[src/dss_pkg.sv]
// Shared types and codes for the dual stack shared store.
package dss_pkg;

  // Field widths
  localparam int CNT_W   = 9;
  localparam int WORD_W  = 32;
  localparam int FIDX_W  = 8;
  localparam int ADDR_W  = 3;

  // Largest capacity a register write can select
  localparam logic [CNT_W-1:0] CAP_MAX = 9'd256;

  // Operation codes
  localparam logic [2:0] FUNC_PUSH   = 3'd0;
  localparam logic [2:0] FUNC_POP    = 3'd1;
  localparam logic [2:0] FUNC_PEEK   = 3'd2;
  localparam logic [2:0] FUNC_CLEAR  = 3'd3;
  localparam logic [2:0] FUNC_SEARCH = 3'd4;

  // Result status codes
  localparam logic [1:0] ST_OK        = 2'd0;
  localparam logic [1:0] ST_FULL      = 2'd1;
  localparam logic [1:0] ST_EMPTY     = 2'd2;
  localparam logic [1:0] ST_NOT_FOUND = 2'd3;

  // Register index of the capacity register
  localparam logic REG_CAPACITY = 1'b0;

  // Configuration handed to the sequencer
  typedef struct packed {
    logic [CNT_W-1:0] capacity;
    logic             clear;
  } cfg_t;

endpackage

[src/dss_ifs.sv]
// Valid/ready channel interfaces for request and response words.
interface dss_req_if import dss_pkg::*; ();
  logic              valid;
  logic              ready;
  logic [2:0]        func;
  logic              which_stack;
  logic signed [WORD_W-1:0] value;

  modport source(output valid, func, which_stack, value, input ready);
  modport sink(input valid, func, which_stack, value, output ready);
endinterface

interface dss_rsp_if import dss_pkg::*; ();
  logic              valid;
  logic              ready;
  logic [1:0]        status;
  logic signed [WORD_W-1:0] data;
  logic [FIDX_W-1:0] found_index;
  logic [CNT_W-1:0]  stack_count;
  logic              stack_empty;
  logic              store_full;

  modport source(output valid, status, data, found_index, stack_count, stack_empty,
                 store_full, input ready);
  modport sink(input valid, status, data, found_index, stack_count, stack_empty,
               store_full, output ready);
endinterface

[src/dss_seq.sv]
// Operation sequencer: stack counts, store accesses, search scan and result register.
module dss_seq import dss_pkg::*; #(
  parameter int DEPTH = 256,
  localparam int AW   = $clog2(DEPTH)
) (
  input  logic              clk,
  input  logic              rst,
  input  cfg_t              cfg,
  dss_req_if.sink           req,
  dss_rsp_if.source         rsp,
  output logic              mem_we,
  output logic [AW-1:0]     mem_waddr,
  output logic [WORD_W-1:0] mem_wdata,
  output logic [AW-1:0]     mem_raddr,
  input  logic [WORD_W-1:0] mem_rdata
);

  localparam logic [2:0] S_IDLE = 3'd0;
  localparam logic [2:0] S_EXEC = 3'd1;
  localparam logic [2:0] S_READ = 3'd2;
  localparam logic [2:0] S_SCAN = 3'd3;
  localparam logic [2:0] S_DONE = 3'd4;

  logic [2:0]        state;

  // Item held for the whole operation
  logic [2:0]        func;
  logic              sel_b;
  logic [WORD_W-1:0] key;

  logic [CNT_W-1:0]  count_a;
  logic [CNT_W-1:0]  count_b;
  logic [CNT_W-1:0]  k;

  // Result held until the output register is free
  logic [1:0]        res_status;
  logic [WORD_W-1:0] res_data;
  logic [FIDX_W-1:0] res_fidx;

  logic [CNT_W-1:0]  cnt;
  logic              full;
  logic [CNT_W-1:0]  k_next;
  logic [CNT_W-1:0]  idx_first;
  logic [CNT_W-1:0]  idx_cur;
  logic [CNT_W-1:0]  idx_next;
  logic [CNT_W-1:0]  idx_push;
  logic              out_free;
  logic [1:0]        exec_status;
  logic [2:0]        exec_state;

  assign cnt      = sel_b ? count_b : count_a;
  assign full     = ({1'b0, count_a} + {1'b0, count_b}) >= {1'b0, cfg.capacity};
  assign k_next   = k + 9'd1;
  assign out_free = !rsp.valid || rsp.ready;

  // Store index of the k-th word from the top: B sits at capacity-count and up,
  // A at count-1 and down
  assign idx_first = sel_b ? cfg.capacity - cnt : cnt - 9'd1;
  assign idx_cur   = sel_b ? cfg.capacity - cnt + k : cnt - 9'd1 - k;
  assign idx_next  = sel_b ? cfg.capacity - cnt + k_next : cnt - 9'd1 - k_next;
  assign idx_push  = sel_b ? cfg.capacity - 9'd1 - count_b : count_a;

  assign req.ready = (state == S_IDLE);

  // Store ports; items run one at a time so a write never overlaps a read of it
  assign mem_we    = (state == S_EXEC) && (func == FUNC_PUSH) && !full;
  assign mem_waddr = AW'(idx_push);
  assign mem_wdata = key;
  assign mem_raddr = (state == S_SCAN) ? AW'(idx_next) : AW'(idx_first);

  // Status and follow-on state decided in the execute cycle
  always_comb begin
    exec_status = ST_OK;
    exec_state  = S_DONE;
    unique case (func)
      FUNC_PUSH: begin
        if (full) begin
          exec_status = ST_FULL;
        end
      end
      FUNC_POP, FUNC_PEEK: begin
        if (cnt == '0) begin
          exec_status = ST_EMPTY;
        end else begin
          exec_state = S_READ;
        end
      end
      FUNC_SEARCH: begin
        if (cnt == '0) begin
          exec_status = ST_NOT_FOUND;
        end else begin
          exec_state = S_SCAN;
        end
      end
      default: begin
      end
    endcase
  end

  always_ff @(posedge clk) begin
    if (rst) begin
      state     <= S_IDLE;
      count_a   <= '0;
      count_b   <= '0;
      rsp.valid <= 1'b0;
    end else begin
      // Output word valid until taken
      if (state == S_DONE && out_free) begin
        rsp.valid <= 1'b1;
      end else if (rsp.ready) begin
        rsp.valid <= 1'b0;
      end

      unique case (state)
        S_IDLE: begin
          if (req.valid) begin
            func  <= req.func;
            sel_b <= req.which_stack;
            key   <= req.value;
            state <= S_EXEC;
          end
        end

        S_EXEC: begin
          res_status <= exec_status;
          res_data   <= '0;
          res_fidx   <= '0;
          k          <= '0;
          state      <= exec_state;
          unique case (func)
            FUNC_PUSH: begin
              if (!full) begin
                if (sel_b) begin
                  count_b <= count_b + 9'd1;
                end else begin
                  count_a <= count_a + 9'd1;
                end
              end
            end
            FUNC_CLEAR: begin
              if (sel_b) begin
                count_b <= '0;
              end else begin
                count_a <= '0;
              end
            end
            default: begin
            end
          endcase
        end

        // Top word arrives from the store
        S_READ: begin
          res_data <= mem_rdata;
          if (func == FUNC_POP) begin
            if (sel_b) begin
              count_b <= count_b - 9'd1;
            end else begin
              count_a <= count_a - 9'd1;
            end
          end
          state <= S_DONE;
        end

        // One word compared per cycle, next read already issued
        S_SCAN: begin
          if (mem_rdata == key) begin
            res_fidx <= idx_cur[FIDX_W-1:0];
            state    <= S_DONE;
          end else if (k_next == cnt) begin
            res_status <= ST_NOT_FOUND;
            state      <= S_DONE;
          end else begin
            k <= k_next;
          end
        end

        S_DONE: begin
          if (out_free) begin
            state <= S_IDLE;
          end
        end

        default: begin
          state <= S_IDLE;
        end
      endcase

      // Capacity write empties both stacks
      if (cfg.clear) begin
        count_a <= '0;
        count_b <= '0;
      end
    end
  end

  // Output register payload
  always_ff @(posedge clk) begin
    if (state == S_DONE && out_free) begin
      rsp.status      <= res_status;
      rsp.data        <= res_data;
      rsp.found_index <= res_fidx;
      rsp.stack_count <= cnt;
      rsp.stack_empty <= (cnt == '0);
      rsp.store_full  <= full;
    end
  end

endmodule

[src/flat_wrapper.sv]
// flat-port wrapper written by rule: the top's interface ports become plain ports
module dss_seq_flat import dss_pkg::*;
#(
  parameter int DEPTH = 256,
  localparam int AW   = $clog2(DEPTH)
)
  (clk, rst, cfg, mem_we, mem_waddr, mem_wdata, mem_raddr, mem_rdata, req_valid, req_func, req_which_stack, req_value, req_ready, rsp_valid, rsp_status, rsp_data, rsp_found_index, rsp_stack_count, rsp_stack_empty, rsp_store_full, rsp_ready);
  dss_req_if req_i ();
  dss_rsp_if rsp_i ();
  input  logic clk;
  input  logic rst;
  input  cfg_t cfg;
  output logic mem_we;
  output logic [AW-1:0] mem_waddr;
  output logic [WORD_W-1:0] mem_wdata;
  output logic [AW-1:0] mem_raddr;
  input  logic [WORD_W-1:0] mem_rdata;
  input wire logic [$bits(req_i.valid)-1:0] req_valid;
  input wire logic [$bits(req_i.func)-1:0] req_func;
  input wire logic [$bits(req_i.which_stack)-1:0] req_which_stack;
  input wire logic [$bits(req_i.value)-1:0] req_value;
  output wire logic [$bits(req_i.ready)-1:0] req_ready;
  output wire logic [$bits(rsp_i.valid)-1:0] rsp_valid;
  output wire logic [$bits(rsp_i.status)-1:0] rsp_status;
  output wire logic [$bits(rsp_i.data)-1:0] rsp_data;
  output wire logic [$bits(rsp_i.found_index)-1:0] rsp_found_index;
  output wire logic [$bits(rsp_i.stack_count)-1:0] rsp_stack_count;
  output wire logic [$bits(rsp_i.stack_empty)-1:0] rsp_stack_empty;
  output wire logic [$bits(rsp_i.store_full)-1:0] rsp_store_full;
  input wire logic [$bits(rsp_i.ready)-1:0] rsp_ready;
  assign req_i.valid = req_valid;
  assign req_i.func = req_func;
  assign req_i.which_stack = req_which_stack;
  assign req_i.value = req_value;
  assign req_ready = req_i.ready;
  assign rsp_valid = rsp_i.valid;
  assign rsp_status = rsp_i.status;
  assign rsp_data = rsp_i.data;
  assign rsp_found_index = rsp_i.found_index;
  assign rsp_stack_count = rsp_i.stack_count;
  assign rsp_stack_empty = rsp_i.stack_empty;
  assign rsp_store_full = rsp_i.store_full;
  assign rsp_i.ready = rsp_ready;
  dss_seq #(.DEPTH(DEPTH)) u_core (.clk(clk), .rst(rst), .cfg(cfg), .req(req_i), .rsp(rsp_i), .mem_we(mem_we), .mem_waddr(mem_waddr), .mem_wdata(mem_wdata), .mem_raddr(mem_raddr), .mem_rdata(mem_rdata));
endmodule
[config.mk]
export PLATFORM = sky130hd
export DESIGN_NAME = dss_seq_flat
export DESIGN_NICKNAME = d
export VERILOG_FILES = /design/src/dss_pkg.sv /design/src/dss_ifs.sv /design/src/dss_seq.sv /design/src/flat_wrapper.sv
export SDC_FILE = /design/constraint.sdc
export NUM_CORES = 1
export LEC_CHECK = 0
export ABC_AREA = 1
export BUFFER_PORTS_ARGS = -buffer_cell sky130_fd_sc_hd__buf_2
export CORE_MARGIN = 10
export CORE_UTILIZATION = 57
export CTS_CLUSTER_SIZE = 24
export DETAILED_ROUTE_END_ITERATION = 12
export PLACE_DENSITY = 0.82
export SYNTH_ARGS = -nofsm -noshare
export SYNTH_HDL_FRONTEND = slang
export SYNTH_SLANG_ARGS = --single-unit
export TNS_END_PERCENT = 1
[constraint.sdc]
create_clock -name clk -period 8.1 [get_ports clk]
set_input_delay 0.405 -clock clk [delete_from_list [all_inputs] [get_ports clk]]
set_output_delay 0.405 -clock clk [all_outputs]
set_load 0.02 [all_outputs]
==> summary by stage <==
Min path
The hold path endpoint is u_core.mem_wdata[19]$_DFFE_PP_. The startpoint identified for the worst hold timing path is req_value[19]. The tightest min-delay check is of the input port to flop type. Along the worst hold path, the cell count comes to 1.

Detailed routing
The number of detailed-routing iterations run before antenna repair is 5. The count of nets left with antenna violations once routing finished came out at 0. The number of DRC violations after detailed routing is 0.

The total via count after detailed routing is between 8000 and 9000. In the final routed layout, each cell accounts on average for 17.4 um. The number of DRC markers in iteration 0 is 815. Using the TritonRoute via totals, the vias-per-cell ratio works out to around 5.4. The total length of routed wires is 28300 um.

Setup path
STA classifies the critical path endpoint as an output pin. The data arrival time at the worst-slack endpoint is between 4 and 5 ns. The worst-case reg-to-reg path depth is 21. For the worst setup path, the data required time is 7.70 ns. STA classifies the critical path startpoint as a flop. The highest net fanout along the worst path is 46. The source of the worst register-to-register timing path is u_core.sel_b$_DFFE_PP_. The reg-to-reg setup timing slack is between 3 and 4 ns. The worst register-to-register path ends at u_core.res_fidx[7]$_SDFFCE_PN0P_. The category of the most critical setup path is flop to output pin.

Floorplanning
After floorplanning, the core was sized to cover 17400 um2. The die covers 23700 um2. The initial core utilization is 58.7%. The number of core rows is 48. The height of the die is 154 um. The die is 154 um wide.

During I/O placement, the number of pins put on the boundary was ~190.

CTS
CTS built an H-tree with a depth of 4. The largest buffer count on any clock path is 2. For this design, the CTS-stage hold fixing added 0 buffers. Clock-pin slew was measured on the worst setup and hold paths at 0.07 ns. The number of setup buffers added after CTS is 0. The clock sink count is around 160.

The post-cts resize count is 0. For the worst-skew pair, the clock arrives at the later sink with an insertion delay of 0.42 ns. The clock buffer count from CTS is 17. The CTS tree is yes. The buffer cell driving the clock tree root is clkbuf_16.

Layout
The proportion of layout cells with a drive suffix above 1 is 19.0%. The number of fill cells is ~1400. The final layout contains 1540 nets. Cells fill a little under 70% of the core in the end. The area added between synthesis and finish is 16.4%.

Global route
The global routing usage summed across all routing layers is 23.1%. The global-route wire length before repair is 44000 um. The largest net degree at the start of global routing is 51. The initial antenna violation count is 1.

The via count of the first global-routing pass is 8292. The total overflow left after global routing is 0.

Power and ir drop
The leakage power is ~5.6 nW. In this run the power density over the cells is 208 nW/um2. The maximum ir drop on the vdd rail is approximately 0.0002 V. The overall power consumption is 2.48 mW.

Logic synthesis
For this run, the leading register cell type out of synthesis is edfxtp_1. In the synthesized netlist the async set-or-reset flop fraction comes to 0%. After synthesis, the largest area contributor takes up 41.1% of total cell area. The synthesized design spends more area on one cell type than any other, namely edfxtp_1. The net count after synthesis is 1359. For this run, the register share of the synthesized area comes to 45.4%. The flop and latch count out of synthesis is 162.

Yosys mapped a number of flops with a built-in enable equal to 140. Each instance of the synthesized netlist takes up on average 8.50 um2. The number of standard cells after synthesis is between 1000 and 1500. Yosys printed 0 warnings.

By area the synthesized netlist is led by edfxtp_1 (41%), nand2_1 (9.4%), ha_1 (8.2%). The synthesized netlist contains 46 unique library cells. The area of the mapped netlist is about 10000 um2.

Timing
Setup repair after global routing left no endpoint under its margin. The period utilization is 62.8%. Clock skew on the completed layout was measured at 0.0117 ns. Setup slack on the critical path of the routed design comes to 3.02 ns. The max-slew violation total from the final report was 0.

The highest clock rate is between 150 and 200 MHz. The post-route setup TNS is 0 ns. In this run the tightest slew margin relative to its limit is 27.7%. The final-report hold violation count is 0.

The final setup violation count is 0. The final critical delay including setup and external delays is between 5 and 6 ns. The actual slew at the worst max-slew pin is 1.08 ns.

Hold is met by around 0.15 ns.

Place
The pre-CTS worst setup slack is 3.44 ns. The placed wire-length estimate is 21800 um. The final weighted congestion in routability-driven placement is 0.988.

The count of buffers added on input and output ports is roughly 190.

Status
The flow ran to the end, and the final reports show no timing, DRC or antenna violations.

Run
The max capacitance violation total is 0.
power by group:
group / total (mW) / internal (mW) / switching [mW]
logic: 0.687 / 0.238 / 0.449
registers: 1.01 / 0.969 / 0.0378
clock network: 0.784 / 0.430 / 0.354
total: 2.48 / 1.64 / 0.840
flip-flops by register name (all words and copies together) (netlist names), 3 cells and up:
name and cells:
u_core.count_a 9, u_core.mem_wdata 32, u_core.res_fidx 8, u_core.count_b 9, u_core.state 3, u_core.func 3, u_core.k 9, u_core.rsp.found_index 8
u_core.rsp.stack_count 9, u_core.rsp.data 32, u_core.res_data 32
cell families after synthesis:
logic type / Yosys count / share of synthesized area [%]
AO/OA/AOI/OAI: 158 / 8.59
AND/OR/NAND/NOR: 543 / 22.8
flip-flops: 162 / 45.4
XOR/XNOR: 68 / 5.82
buffers and inverters: 198 / 7.77
adder cells (fa/ha/maj): 74 / 9.57
cell type report:
cell class	instances	area [um2]	area share, %
well taps	225	282	2.37
clock buffers	19	433	3.64
diodes	1	2.50	0.0210
repair buffers	190	963	8.09
clock inverters	13	126	1.06
multi-input cells	843	4810	40.4
flip-flops and latches	162	4640	39.0
inverters	170	641	5.38
cells in the final DEF (no fill, tap or decap), drive strengths merged, types with 7 or more instances in the layout:
cell type,count
a21oi,76
a31oi,7
buf,190
clkbuf,19
dfxtp,22
edfxtp,140
fa,7
ha,67
inv,176
nand2,270
nand3,78
nand4,15
nor2,161
nor3,9
o21ai,55
xnor2,10
xor2,58
synth_stat cells (all sizes together), types with 3 or more instances:
| cell | n |
|---|---|
| a21oi | 76 |
| a31oi | 7 |
| buf | 15 |
| clkbuf | 13 |
| dfxtp | 22 |
| edfxtp | 140 |
| fa | 7 |
| ha | 67 |
| inv | 170 |
| nand2 | 270 |
| nand3 | 78 |
| nand3b | 3 |
| nand4 | 15 |
| nor2 | 161 |
| nor3 | 9 |
| o211ai | 6 |
| o21ai | 55 |
| or2 | 6 |
| xnor2 | 10 |
| xor2 | 58 |
stage by stage:
| stage | instance area (um2) | instances |
|---|---|---|
| 6_report | 11900 | 1623 |
| 5_1_grt | 11900 | 1623 |
| 4_1_cts | 11900 | 1622 |
| 3_5_place_dp | 11300 | 1590 |
| 3_3_place_gp | 11300 | 1590 |
| 2_1_floorplan | 10200 | 1203 |
worst max-delay path, cell delays in order, from the launching register on:
cell and delay, ns:
edfxtp_1 0.36, buf_4 0.29, inv_4 0.37, nand2_1 0.16, o21ai_1 0.28, ha_1 0.23
inv_1 0.06, fa_1 0.40, nand3_1 0.09, nand3_1 0.10, nand2_1 0.08, nand2_1 0.05
a21oi_1 0.15, xor2_1 0.24, inv_1 0.11, ha_1 0.34, nand2_1 0.08, nor2_1 0.09
nand2_1 0.06, o211ai_1 0.11, nand3b_1 0.14, nand3_1 0.08, nand2_1 0.08, nand2_1 0.05
nand2_1 0.08, buf_2 0.16
worst max path at each step:
stage | cells past startpoint | slack, ns | to | from
after CTS | 25 | 3.00 | mem_raddr[7] | u_core.sel_b$_DFFE_PP_
after floorplan | 1 | 1.96 | u_core.rsp.data[0]$_DFFE_PP_ | u_core.state[0]$_SDFFE_PP0P_
final | 25 | 3.02 | mem_raddr[7] | u_core.sel_b$_DFFE_PP_
after detailed placement | 25 | 3.44 | mem_raddr[7] | u_core.sel_b$_DFFE_PP_
after global placement | 24 | 3.55 | mem_raddr[7] | u_core.sel_b$_DFFE_PP_
after global routing | 25 | 2.55 | mem_raddr[7] | u_core.sel_b$_DFFE_PP_
layer usage:
metal	global-route usage, %	share of wire (%)
met4	8.10	2.6
met2	40.0	51
met3	4.35	6.7
met5	0	0
met1	28.1	40
Power figures use the tool's default switching activity.
