[src/dss_pkg.sv]
// Shared types and codes for the dual stack shared store.
package dss_pkg;

  // Field widths
  localparam int CNT_W   = 9;
  localparam int WORD_W  = 32;
  localparam int FIDX_W  = 8;
  localparam int ADDR_W  = 3;

  // Largest capacity a register write can select
  localparam logic [CNT_W-1:0] CAP_MAX = 9'd256;

  // Operation codes
  localparam logic [2:0] FUNC_PUSH   = 3'd0;
  localparam logic [2:0] FUNC_POP    = 3'd1;
  localparam logic [2:0] FUNC_PEEK   = 3'd2;
  localparam logic [2:0] FUNC_CLEAR  = 3'd3;
  localparam logic [2:0] FUNC_SEARCH = 3'd4;

  // Result status codes
  localparam logic [1:0] ST_OK        = 2'd0;
  localparam logic [1:0] ST_FULL      = 2'd1;
  localparam logic [1:0] ST_EMPTY     = 2'd2;
  localparam logic [1:0] ST_NOT_FOUND = 2'd3;

  // Register index of the capacity register
  localparam logic REG_CAPACITY = 1'b0;

  // Configuration handed to the sequencer
  typedef struct packed {
    logic [CNT_W-1:0] capacity;
    logic             clear;
  } cfg_t;

endpackage

[src/dss_cfg.sv]
// APB-style capacity register with range limiting.
module dss_cfg import dss_pkg::*; #(
  parameter int DEPTH = 256
) (
  input  logic              clk,
  input  logic              rst,
  input  logic              psel,
  input  logic              penable,
  input  logic              pwrite,
  input  logic [ADDR_W-1:0] paddr,
  input  logic [31:0]       pwdata,
  output logic [31:0]       prdata,
  output logic              pready,
  output cfg_t              cfg
);

  // Capacity never exceeds the store depth
  localparam logic [CNT_W-1:0] CAP_LIM = (DEPTH < 256) ? CNT_W'(DEPTH) : CAP_MAX;

  logic [CNT_W-1:0] capacity;
  logic [CNT_W-1:0] capacity_next;
  logic             wr_cap;

  assign pready = 1'b1;
  assign wr_cap = psel && penable && pwrite && (paddr[ADDR_W-1:2] == REG_CAPACITY);

  // Saturate the written value
  always_comb begin
    capacity_next = pwdata[CNT_W-1:0];
    if (capacity_next > CAP_LIM) begin
      capacity_next = CAP_LIM;
    end
  end

  always_ff @(posedge clk) begin
    if (rst) begin
      capacity <= CAP_LIM;
    end else if (wr_cap) begin
      capacity <= capacity_next;
    end
  end

  // Read back
  assign prdata = (paddr[ADDR_W-1:2] == REG_CAPACITY) ? {{(32-CNT_W){1'b0}}, capacity} : '0;

  // A capacity write empties both stacks in the same cycle
  assign cfg.capacity = capacity;
  assign cfg.clear    = wr_cap;

endmodule

[config.mk]
export PLATFORM = sky130hd
export DESIGN_NAME = dss_cfg
export DESIGN_NICKNAME = d
export VERILOG_FILES = /design/src/dss_pkg.sv /design/src/dss_cfg.sv
export SDC_FILE = /design/constraint.sdc
export NUM_CORES = 1
export LEC_CHECK = 0
export BUFFER_PORTS_ARGS = -buffer_cell sky130_fd_sc_hd__buf_2
export CORE_MARGIN = 2
export CORE_UTILIZATION = 32
export DETAILED_ROUTE_END_ITERATION = 8
export PLACE_DENSITY_LB_ADDON = 0.15
export SYNTH_ARGS = -nofsm -noshare
export SYNTH_HDL_FRONTEND = slang
export SYNTH_SLANG_ARGS = --single-unit
[constraint.sdc]
create_clock -name clk -period 0.8 [get_ports clk]
set_input_delay 0.12 -clock clk [delete_from_list [all_inputs] [get_ports clk]]
set_output_delay 0.12 -clock clk [all_outputs]
set_load 0.01 [all_outputs]
==> results.py, run 1 <==
metrics = {
    "floorplan": {
        "initial_core_util_pct": 34.8,
        "pin_count": 83,
        "core_area_um2": 2000,
        "die_area_um2": 2570,
        "fp.dieW_um": 50.7,
        "placementRows": 16,
        "die_h_um": 50.7,
    },
    "cells_and_area": {
        "antenna_cells": 0,
        "syn2layout_area_growth_pct": 70.7,
        "drive_gt1_share_pct": 67.2,
        "layout.nets": 169,
        "final_area_um2": 1190,
        "reg.largest.list": "capacity: 9 flops",
        "regMostFlops": "capacity",
        "largest_reg_flops": 9,
        "fillCellCount": 181,
    },
    "outcome": {
        "failed_checks": "negative setup slack",
        "outcome": "finished with violations",
    },
    "job": {
        "drv_cap": 0,
    },
    "route": {
        "first_pass_iters": 3,
        "num_vias": 616,
        "drt_iter0_drc": 3,
        "drtAntennaViolNets": 0,
        "avgRoutedWirePerCell_um": 10.7,
        "wl_um": 1660,
        "drc": 0,
        "vias_per_cell": 3.97,
    },
    "global_routing": {
        "gr-total-overflow": 0,
        "antenna_found_initial": 0,
        "grt_pass1_wl_um": 2450,
        "grt_max_degree": 15,
        "grt_usage_pct": 12.6,
        "grt_pass1_vias": 546,
    },
    "synth": {
        "synth_ff_type": "dfxtp_1",
        "ys_types": 11,
        "synthXorXnorAreaFrac_pct": 0,
        "yosysMostFrequentCell": "buf_4",
        "ys_ff_latch": 9,
        "yosys_warnings": 0,
        "async_flop_share_pct": 0,
        "seq_area_frac_synth_pct": 25.9,
        "synth_top_cell_by_area": "buf_4",
        "ys_top_cells_by_count": "25 x buf_4, 9 x and2b_2, 9 x dfxtp_1, 9 x mux2i_1",
        "synthMuxAreaShare_pct": 12.9,
        "synthesis.area_um2": 697,
        "yosysTopAreaCellShare_pct": 26.9,
        "synth_area_leaders": "buf_4 27%, dfxtp_1 26%, mux2i_1 13%",
        "syn_inst": 75,
        "synth_top_family_by_area": "simple AND/OR/NAND/NOR gates",
        "synth_edf_count": 0,
        "synth-adder-area-share_pct": 0,
        "synth_compound_area_share_pct": 0,
        "yosys.area_share.simple_pct": 31.1,
        "syn_area_per_cell_um2": 9.29,
    },
    "placed_design": {
        "place_area_um2": 841,
        "io_buffers": 33,
        "routabilityCongestion": 0.648,
        "post-dp-hpwl_um": 1060,
    },
    "timing": {
        "setup-violations-final": 19,
        "post-route-period-util_pct": 128,
        "finalHoldViolCount": 0,
        "max_freq_ghz": 0.975,
        "fin_crit_ns": 1.03,
        "rsz0062_at_grt": "true",
        "drv_slew": 0,
        "fin_skew_ns": 0,
        "setup_ws_ns": -0.226,
    },
    "setup_path": {
        "cp-start-kind": "flip-flop",
        "critical_path_required_ns": 0.68,
        "arrival_ns": 0.91,
        "worstSetupEndpointType": "primary output",
        "path_max_fanout": 2,
        "critPathKind": "reg2out",
    },
    "clocking": {
        "clock-root-buffer": "clkbuf_4",
        "cts_max_path_buffers": 2,
        "path_clk_slew_ns": 0.07,
        "cts_tree": "built",
        "numCtsBuffers": 3,
        "clkLatencyLatePin_ns": 0.26,
        "clock-sinks": 9,
        "cts.htree.levels": 1,
    },
    "worst_hold_path": {
        "holdCritPathClass": "in2reg",
    },
    "pwr": {
        "vdd_drop_max_mv": 0.739,
        "p_leak_nw": 0.585,
        "finalPower_mw": 1.08,
        "powerDensity_nw_per_um2": 909,
    },
}
final cells by class:
type                       instances  area (um2)  area share [%]
clock buffer                       4        26.3            2.21
multi-input combinational         61         404            34.0
sequential                         9         191            16.1
tap                               27        33.8            2.84
timing repair buffer              54         534            44.9
final timing paths:
| kind | start | endpoint | cells after the start | slack, ns |
|---|---|---|---|---|
| worst max-delay path | capacity[3] | prdata[3] | 2 | -0.23 |
| worst min-delay path | pwdata[8] | capacity[8] | 3 | 0.22 |
| worst max register to register | capacity[8] | capacity[8] | 4 | 0.02 |
| worst min register to register | capacity[6] | capacity[6] | 3 | 0.58 |
timing repair:
item,4_1_cts,5_1_grt
endpoints found under the setup margin,19,23
gates cloned,0,1
hold buffers,0,0
buffers inserted,12,1
hold endpoints to repair,0,0
gates resized for setup,40,8
pin swaps,1,0
per-layer routing:
layer,vias up,track usage [%],wire length (um)
met1,277,15.7,686
met5,-,0,0
met2,38,20.4,817
met3,0,5.06,158
li1,301,-,-
met4,0,2.70,0
power breakdown:
group	internal (mW)	switching, mW	leakage (nW)	total (mW)
Combinational	0.133	0.119	0.494	0.252
Clock	0.192	0.179	0.0150	0.371
Sequential	0.455	0.00420	0.0763	0.459
through the flow:
| step | setup slack [ns] | instances | hold slack, ns | setup TNS (ns) | utilization [%] |
|---|---|---|---|---|---|
| 6_report | -0.226 | 155 | 0.215 | -3.01 | 59.4 |
| 5_1_grt | -0.263 | 155 | 0.204 | -3.81 | 59.4 |
| 4_1_cts | -0.206 | 153 | 0.222 | -2.93 | 56.4 |
| 3_5_place_dp | -0.212 | 137 | 0.473 | -1.98 | 42.0 |
| 3_3_place_gp | -0.144 | 137 | 0.470 | -1.68 | 42.0 |
| 2_1_floorplan | 0.0462 | 97 | 0.287 | 0 | - |
cells by family (layout without fill, tap and decap cells):
logic type | count (synthesis) | after routing
and+or+nand+nor | 28 | 28
buffers and inverters | 27 | 58
DFF | 9 | 9
muxes | 9 | 9
other | 2 | 24
critical path, cell delays in order (launching register included):
cell and delay [ns]:
dfxtp_2 0.33, and2b_2 0.20, buf_6 0.12
cells in the final DEF (no fill, tap or decap), drive strengths merged:
cell type	instances
and2b	9
mux2i	9
nor2	2
nand2b	8
and4b	1
conb	24
dfxtp	9
clkbuf	5
buf	53
or3b	8
No activity file was read; power rests on OpenSTA's default activity.
==> run 2, diff against run 1 <==
Settings changed: PLACE_DENSITY set to 0.76, PLACE_DENSITY_LB_ADDON 0.15 to not set.
==> results.py, run 2 (synthesis results as in run 1) <==
metrics = {
    "outcome": {
        "outcome": "finished with violations",
        "failed_checks": "negative setup slack",
    },
    "timing": {
        "max_freq_ghz": 0.989,
        "finalHoldViolCount": 0,
        "drv_slew": 0,
        "setup_ws_ns": -0.211,
        "fin_skew_ns": 0,
        "rsz0062_at_grt": "true",
        "fin_crit_ns": 1.01,
        "setup-violations-final": 18,
        "post-route-period-util_pct": 126,
        "fin_setup_tns_ns": -2.72,
        "hold_ws_ns": 0.226,
    },
    "route": {
        "vias_per_cell": 3.88,
        "num_vias": 574,
        "wl_um": 1550,
        "drt_iter0_drc": 1,
        "first_pass_iters": 2,
        "drtAntennaViolNets": 0,
        "avgRoutedWirePerCell_um": 10.5,
        "drc": 0,
    },
    "cells_and_area": {
        "regArea_um2": 191,
        "largest_reg_flops": 9,
        "drive_gt1_share_pct": 63.6,
        "layout.nets": 162,
        "final_area_um2": 1050,
        "antenna_cells": 0,
        "regMostFlops": "capacity",
        "postLayoutCoreUtil_pct": 52.7,
        "instances_no_fill": 148,
        "fillCellCount": 196,
        "layout_common_cells": "25 x buf_6, 24 x conb_1, 17 x buf_2",
        "syn2layout_area_growth_pct": 51.3,
        "reg.largest.list": "capacity: 9 flops",
        "final_common_cell": "buf_6",
        "multiInputGateArea_um2": 399,
    },
    "clocking": {
        "clock-sinks": 9,
        "clkLatencyLatePin_ns": 0.25,
        "cts_max_path_buffers": 2,
        "hold_buffers": 0,
        "path_clk_slew_ns": 0.06,
        "cts.htree.levels": 1,
        "clock-root-buffer": "clkbuf_4",
        "cts_tree": "built",
        "numCtsBuffers": 3,
    },
    "pwr": {
        "finalPower_mw": 1.03,
        "p_clk_share_pct": 33.9,
        "p_comb_share_pct": 21.5,
        "vdd_drop_max_mv": 0.772,
        "power_switching_mw": 0.275,
        "internal_power_mw": 0.755,
        "p_leak_nw": 0.529,
        "p_sw_share_pct": 26.7,
        "p_seq_share_pct": 44.6,
        "powerDensity_nw_per_um2": 976,
    },
    "setup_path": {
        "worstSetupEndpointType": "primary output",
        "path_max_fanout": 3,
        "cp-start-kind": "flip-flop",
        "crit_end": "prdata[4]",
        "critPathKind": "reg2out",
        "r2r_start": "capacity[8]",
        "critical_path_required_ns": 0.68,
        "crit_start": "capacity[4]",
        "rr_endpoint": "capacity[8]",
        "rr_worst_depth": 4,
        "r2r_slack_ns": 0.03,
        "arrival_ns": 0.89,
    },
    "floorplan": {
        "die_h_um": 50.7,
        "placementRows": 16,
        "die_area_um2": 2570,
        "fp.dieW_um": 50.7,
        "initial_core_util_pct": 34.8,
        "core_area_um2": 2000,
        "pin_count": 83,
    },
    "global_routing": {
        "grt_usage_pct": 12.4,
        "grt_pass1_vias": 526,
        "grt_max_degree": 15,
        "gr-total-overflow": 0,
        "grt_pass1_wl_um": 2390,
        "antenna_found_initial": 0,
    },
    "placed_design": {
        "placed_cells": 137,
        "io_buffers": 33,
        "routabilityCongestion": 0.655,
        "dp_slack_ns": -0.170,
        "post-dp-hpwl_um": 1150,
        "place_area_um2": 841,
    },
    "job": {
        "drv_cap": 0,
    },
    "worst_hold_path": {
        "holdCritPathClass": "in2reg",
    },
}
run 2: cell count changes in the layout (fill, tap and decap cells not counted), sizes merged:
cell / change
clkbuf: -1
buf: -6
run 2: area by class of cell:
class | instances | area share, %
Timing Repair Buffer | 47 | 38.3
Tap cell | 27 | 3.20
Sequential cell | 9 | 18.1
Multi-Input combinational cell | 61 | 37.8
Clock buffer | 4 | 2.49
run 2: what timing repair did:
| item | CTS | global route |
|---|---|---|
| buffers inserted | 6 | 2 |
| pin swaps | 0 | 1 |
| gates resized for setup | 31 | 4 |
| endpoints found under the setup margin | 19 | 20 |
run 2: worst min-delay path by stage:
stage / cells past startpoint / slack [ns] / from / end
2_1_floorplan: 2 / 0.29 / pwdata[8] / capacity[8]
3_3_place_gp: 2 / 0.47 / capacity[6] / capacity[6]
3_5_place_dp: 2 / 0.48 / capacity[5] / capacity[5]
4_1_cts: 3 / 0.21 / pwdata[4] / capacity[4]
5_1_grt: 3 / 0.22 / pwdata[0] / capacity[0]
6_report: 3 / 0.23 / pwdata[5] / capacity[5]
run 2: worst max-delay path, stage by stage, from the launching register on:
cell and delay, ns:
dfxtp_2 0.33, and2b_2 0.19, buf_6 0.12
run 2: power by group through the flow:
stage	Combinational, mW	Sequential [mW]	Clock [mW]
5_1_grt	0.240	0.460	0.392
3_5_place_dp	0.196	0.468	0
2_1_floorplan	0.198	0.471	0
6_report	0.221	0.459	0.350
4_1_cts	0.220	0.459	0.365
3_3_place_gp	0.193	0.468	0
run 2: routing by layer:
| layer | track usage [%] | up-vias | share of wire, % |
|---|---|---|---|
| met5 | 0 | - | 0 |
| li1 | - | 286 | - |
| met2 | 21.1 | 38 | 47 |
| met4 | 4.05 | 0 | 0 |
| met3 | 3.57 | 0 | 9.4 |
| met1 | 15.1 | 250 | 43 |
==> run 3, diff against run 2 <==
Settings changed: MAX_ROUTING_LAYER set to met4, SETUP_SLACK_MARGIN set to 0.2.
==> results.py, run 3 (synthesis results as in run 1) <==
metrics = {
    "outcome": {
        "outcome": "finished with violations",
        "failed_checks": "negative setup slack",
    },
    "timing": {
        "finalHoldViolCount": 0,
        "rsz0062_at_grt": "true",
        "fin_setup_tns_ns": -3.05,
        "fin_crit_ns": 1.02,
        "hold_ws_ns": 0.199,
        "setup_ws_ns": -0.219,
        "drv_slew": 0,
        "fin_skew_ns": 0,
        "max_freq_ghz": 0.981,
        "setup-violations-final": 20,
        "post-route-period-util_pct": 127,
    },
    "global_routing": {
        "gr-total-overflow": 0,
        "grt_pass1_wl_um": 2590,
        "grt_use_met1_pct": 14.7,
        "gr-usage-met2_pct": 24.6,
        "antenna_found_initial": 0,
        "met3_usage_pct": 4.17,
        "top_usage_layer": "met2",
        "grt_usage_pct": 13.8,
        "grt_pass1_vias": 601,
        "grt_max_degree": 16,
    },
    "setup_path": {
        "cp.depth": 2,
        "crit_start": "capacity[8]",
        "cp-start-kind": "flip-flop",
        "rr_worst_depth": 5,
        "rr_endpoint": "capacity[0]",
        "cp_slowest_cell": "dfxtp_2",
        "critPathTopFamily": "flip-flops",
        "critical_path_required_ns": 0.68,
        "crit_end": "prdata[8]",
        "r2r_start": "capacity[0]",
        "worstSetupEndpointType": "primary output",
        "r2r_slack_ns": -0.07,
        "critPathKind": "reg2out",
        "slowest_delay_ns": 0.32,
        "path_max_fanout": 2,
        "arrival_ns": 0.90,
        "critPathBufInv": 1,
        "path_cells": "and2b_2 -> buf_6",
    },
    "pwr": {
        "p_leak_nw": 0.586,
        "p_sw_share_pct": 26.9,
        "internal_power_mw": 0.776,
        "power_switching_mw": 0.286,
        "p_seq_share_pct": 43.2,
        "powerDensity_nw_per_um2": 900,
        "finalPower_mw": 1.06,
        "p_clk_share_pct": 33.0,
        "p_comb_share_pct": 23.8,
        "vdd_drop_max_mv": 0.442,
    },
    "cells_and_area": {
        "reg.largest.list": "capacity: 9 flops",
        "final_area_um2": 1180,
        "layout.nets": 168,
        "antenna_cells": 0,
        "layout_common_cells": "36 x buf_6, 24 x conb_1, 11 x buf_2",
        "drive_gt1_share_pct": 67.7,
        "largest_reg_flops": 9,
        "fillCellCount": 162,
        "final_common_cell": "buf_6",
        "syn2layout_area_growth_pct": 69.3,
        "instances_no_fill": 154,
        "regMostFlops": "capacity",
    },
    "clocking": {
        "path_clk_slew_ns": 0.06,
        "clock-root-buffer": "clkbuf_4",
        "hold_buffers": 0,
        "clock-sinks": 9,
        "cts_tree": "built",
        "cts.htree.levels": 1,
        "clkLatencyLatePin_ns": 0.25,
        "cts_max_path_buffers": 2,
        "numCtsBuffers": 3,
    },
    "job": {
        "drv_cap": 0,
    },
    "floorplan": {
        "pin_count": 83,
        "die_h_um": 50.7,
        "core_area_um2": 2000,
        "placementRows": 16,
        "die_area_um2": 2570,
        "fp.dieW_um": 50.7,
        "initial_core_util_pct": 34.8,
    },
    "placed_design": {
        "routabilityCongestion": 0.559,
        "io_buffers": 33,
        "post-dp-hpwl_um": 1100,
        "place_area_um2": 806,
        "placed_cells": 134,
    },
    "route": {
        "num_vias": 617,
        "wl_um": 1870,
        "first_pass_iters": 4,
        "vias_per_cell": 4.01,
        "drt_iter0_drc": 2,
        "avgRoutedWirePerCell_um": 12.2,
        "drc": 0,
        "drtAntennaViolNets": 0,
    },
    "worst_hold_path": {
        "holdCritPathClass": "in2reg",
    },
}
## run 3: cell count changes in the layout (fill, tap and decap cells not counted), sizes merged
| cell | delta |
|---|---|
| buf | +6 |
## run 3: worst min-delay path by stage
| stage | from | end | slack, ns | depth (start not counted) |
|---|---|---|---|---|
| 3_3_place_gp | capacity[2] | capacity[2] | 0.47 | 2 |
| 2_1_floorplan | pwdata[8] | capacity[8] | 0.29 | 2 |
| 5_1_grt | pwdata[8] | capacity[1] | 0.21 | 3 |
| 4_1_cts | pwdata[8] | capacity[8] | 0.20 | 3 |
| 6_report | pwdata[8] | capacity[8] | 0.20 | 3 |
| 3_5_place_dp | capacity[4] | capacity[4] | 0.48 | 2 |
## run 3: timing repair
action / 4_1_cts / 5_1_grt
buffers inserted: 13 / 3
resized for setup: 39 / 14
setup endpoints to repair: 28 / 28
hold endpoints to repair: 0 / 0
pin swaps: 1 / 0
gates cloned: 0 / 0
## run 3: layout make-up
class / count / area [um2] / area share (%)
repair buffers: 53 / 513 / 43.5
multi-input cells: 61 / 415 / 35.2
flip-flops and latches: 9 / 191 / 16.2
well taps: 27 / 33.8 / 2.86
clock buffers: 4 / 26.3 / 2.23
## run 3: through the flow
step | utilization [%] | worst slack, ns
5_1_grt | 58.9 | -0.254
3_5_place_dp | 40.3 | -0.188
6_report | 58.9 | -0.219
4_1_cts | 55.2 | -0.207
3_3_place_gp | 40.3 | -0.123
2_1_floorplan | - | 0.0523
## run 3: layer usage
metal	vias to the layer above	wire length [um]
met5	-	0
met4	0	15
li1	297	-
met3	2	145
met1	275	725
met2	43	985
## run 3: power groups by stage
stage / Combinational (mW) / Clock, mW / Sequential [mW]
2_1_floorplan: 0.199 / 0 / 0.471
3_3_place_gp: 0.180 / 0 / 0.468
3_5_place_dp: 0.184 / 0 / 0.468
4_1_cts: 0.233 / 0.366 / 0.458
5_1_grt: 0.271 / 0.392 / 0.460
6_report: 0.252 / 0.350 / 0.459
## run 3: tightest hold or removal path, stage by stage
cell and delay [ns]:
buf_4 0.13, nor2_1 0.05, mux2i_1 0.11
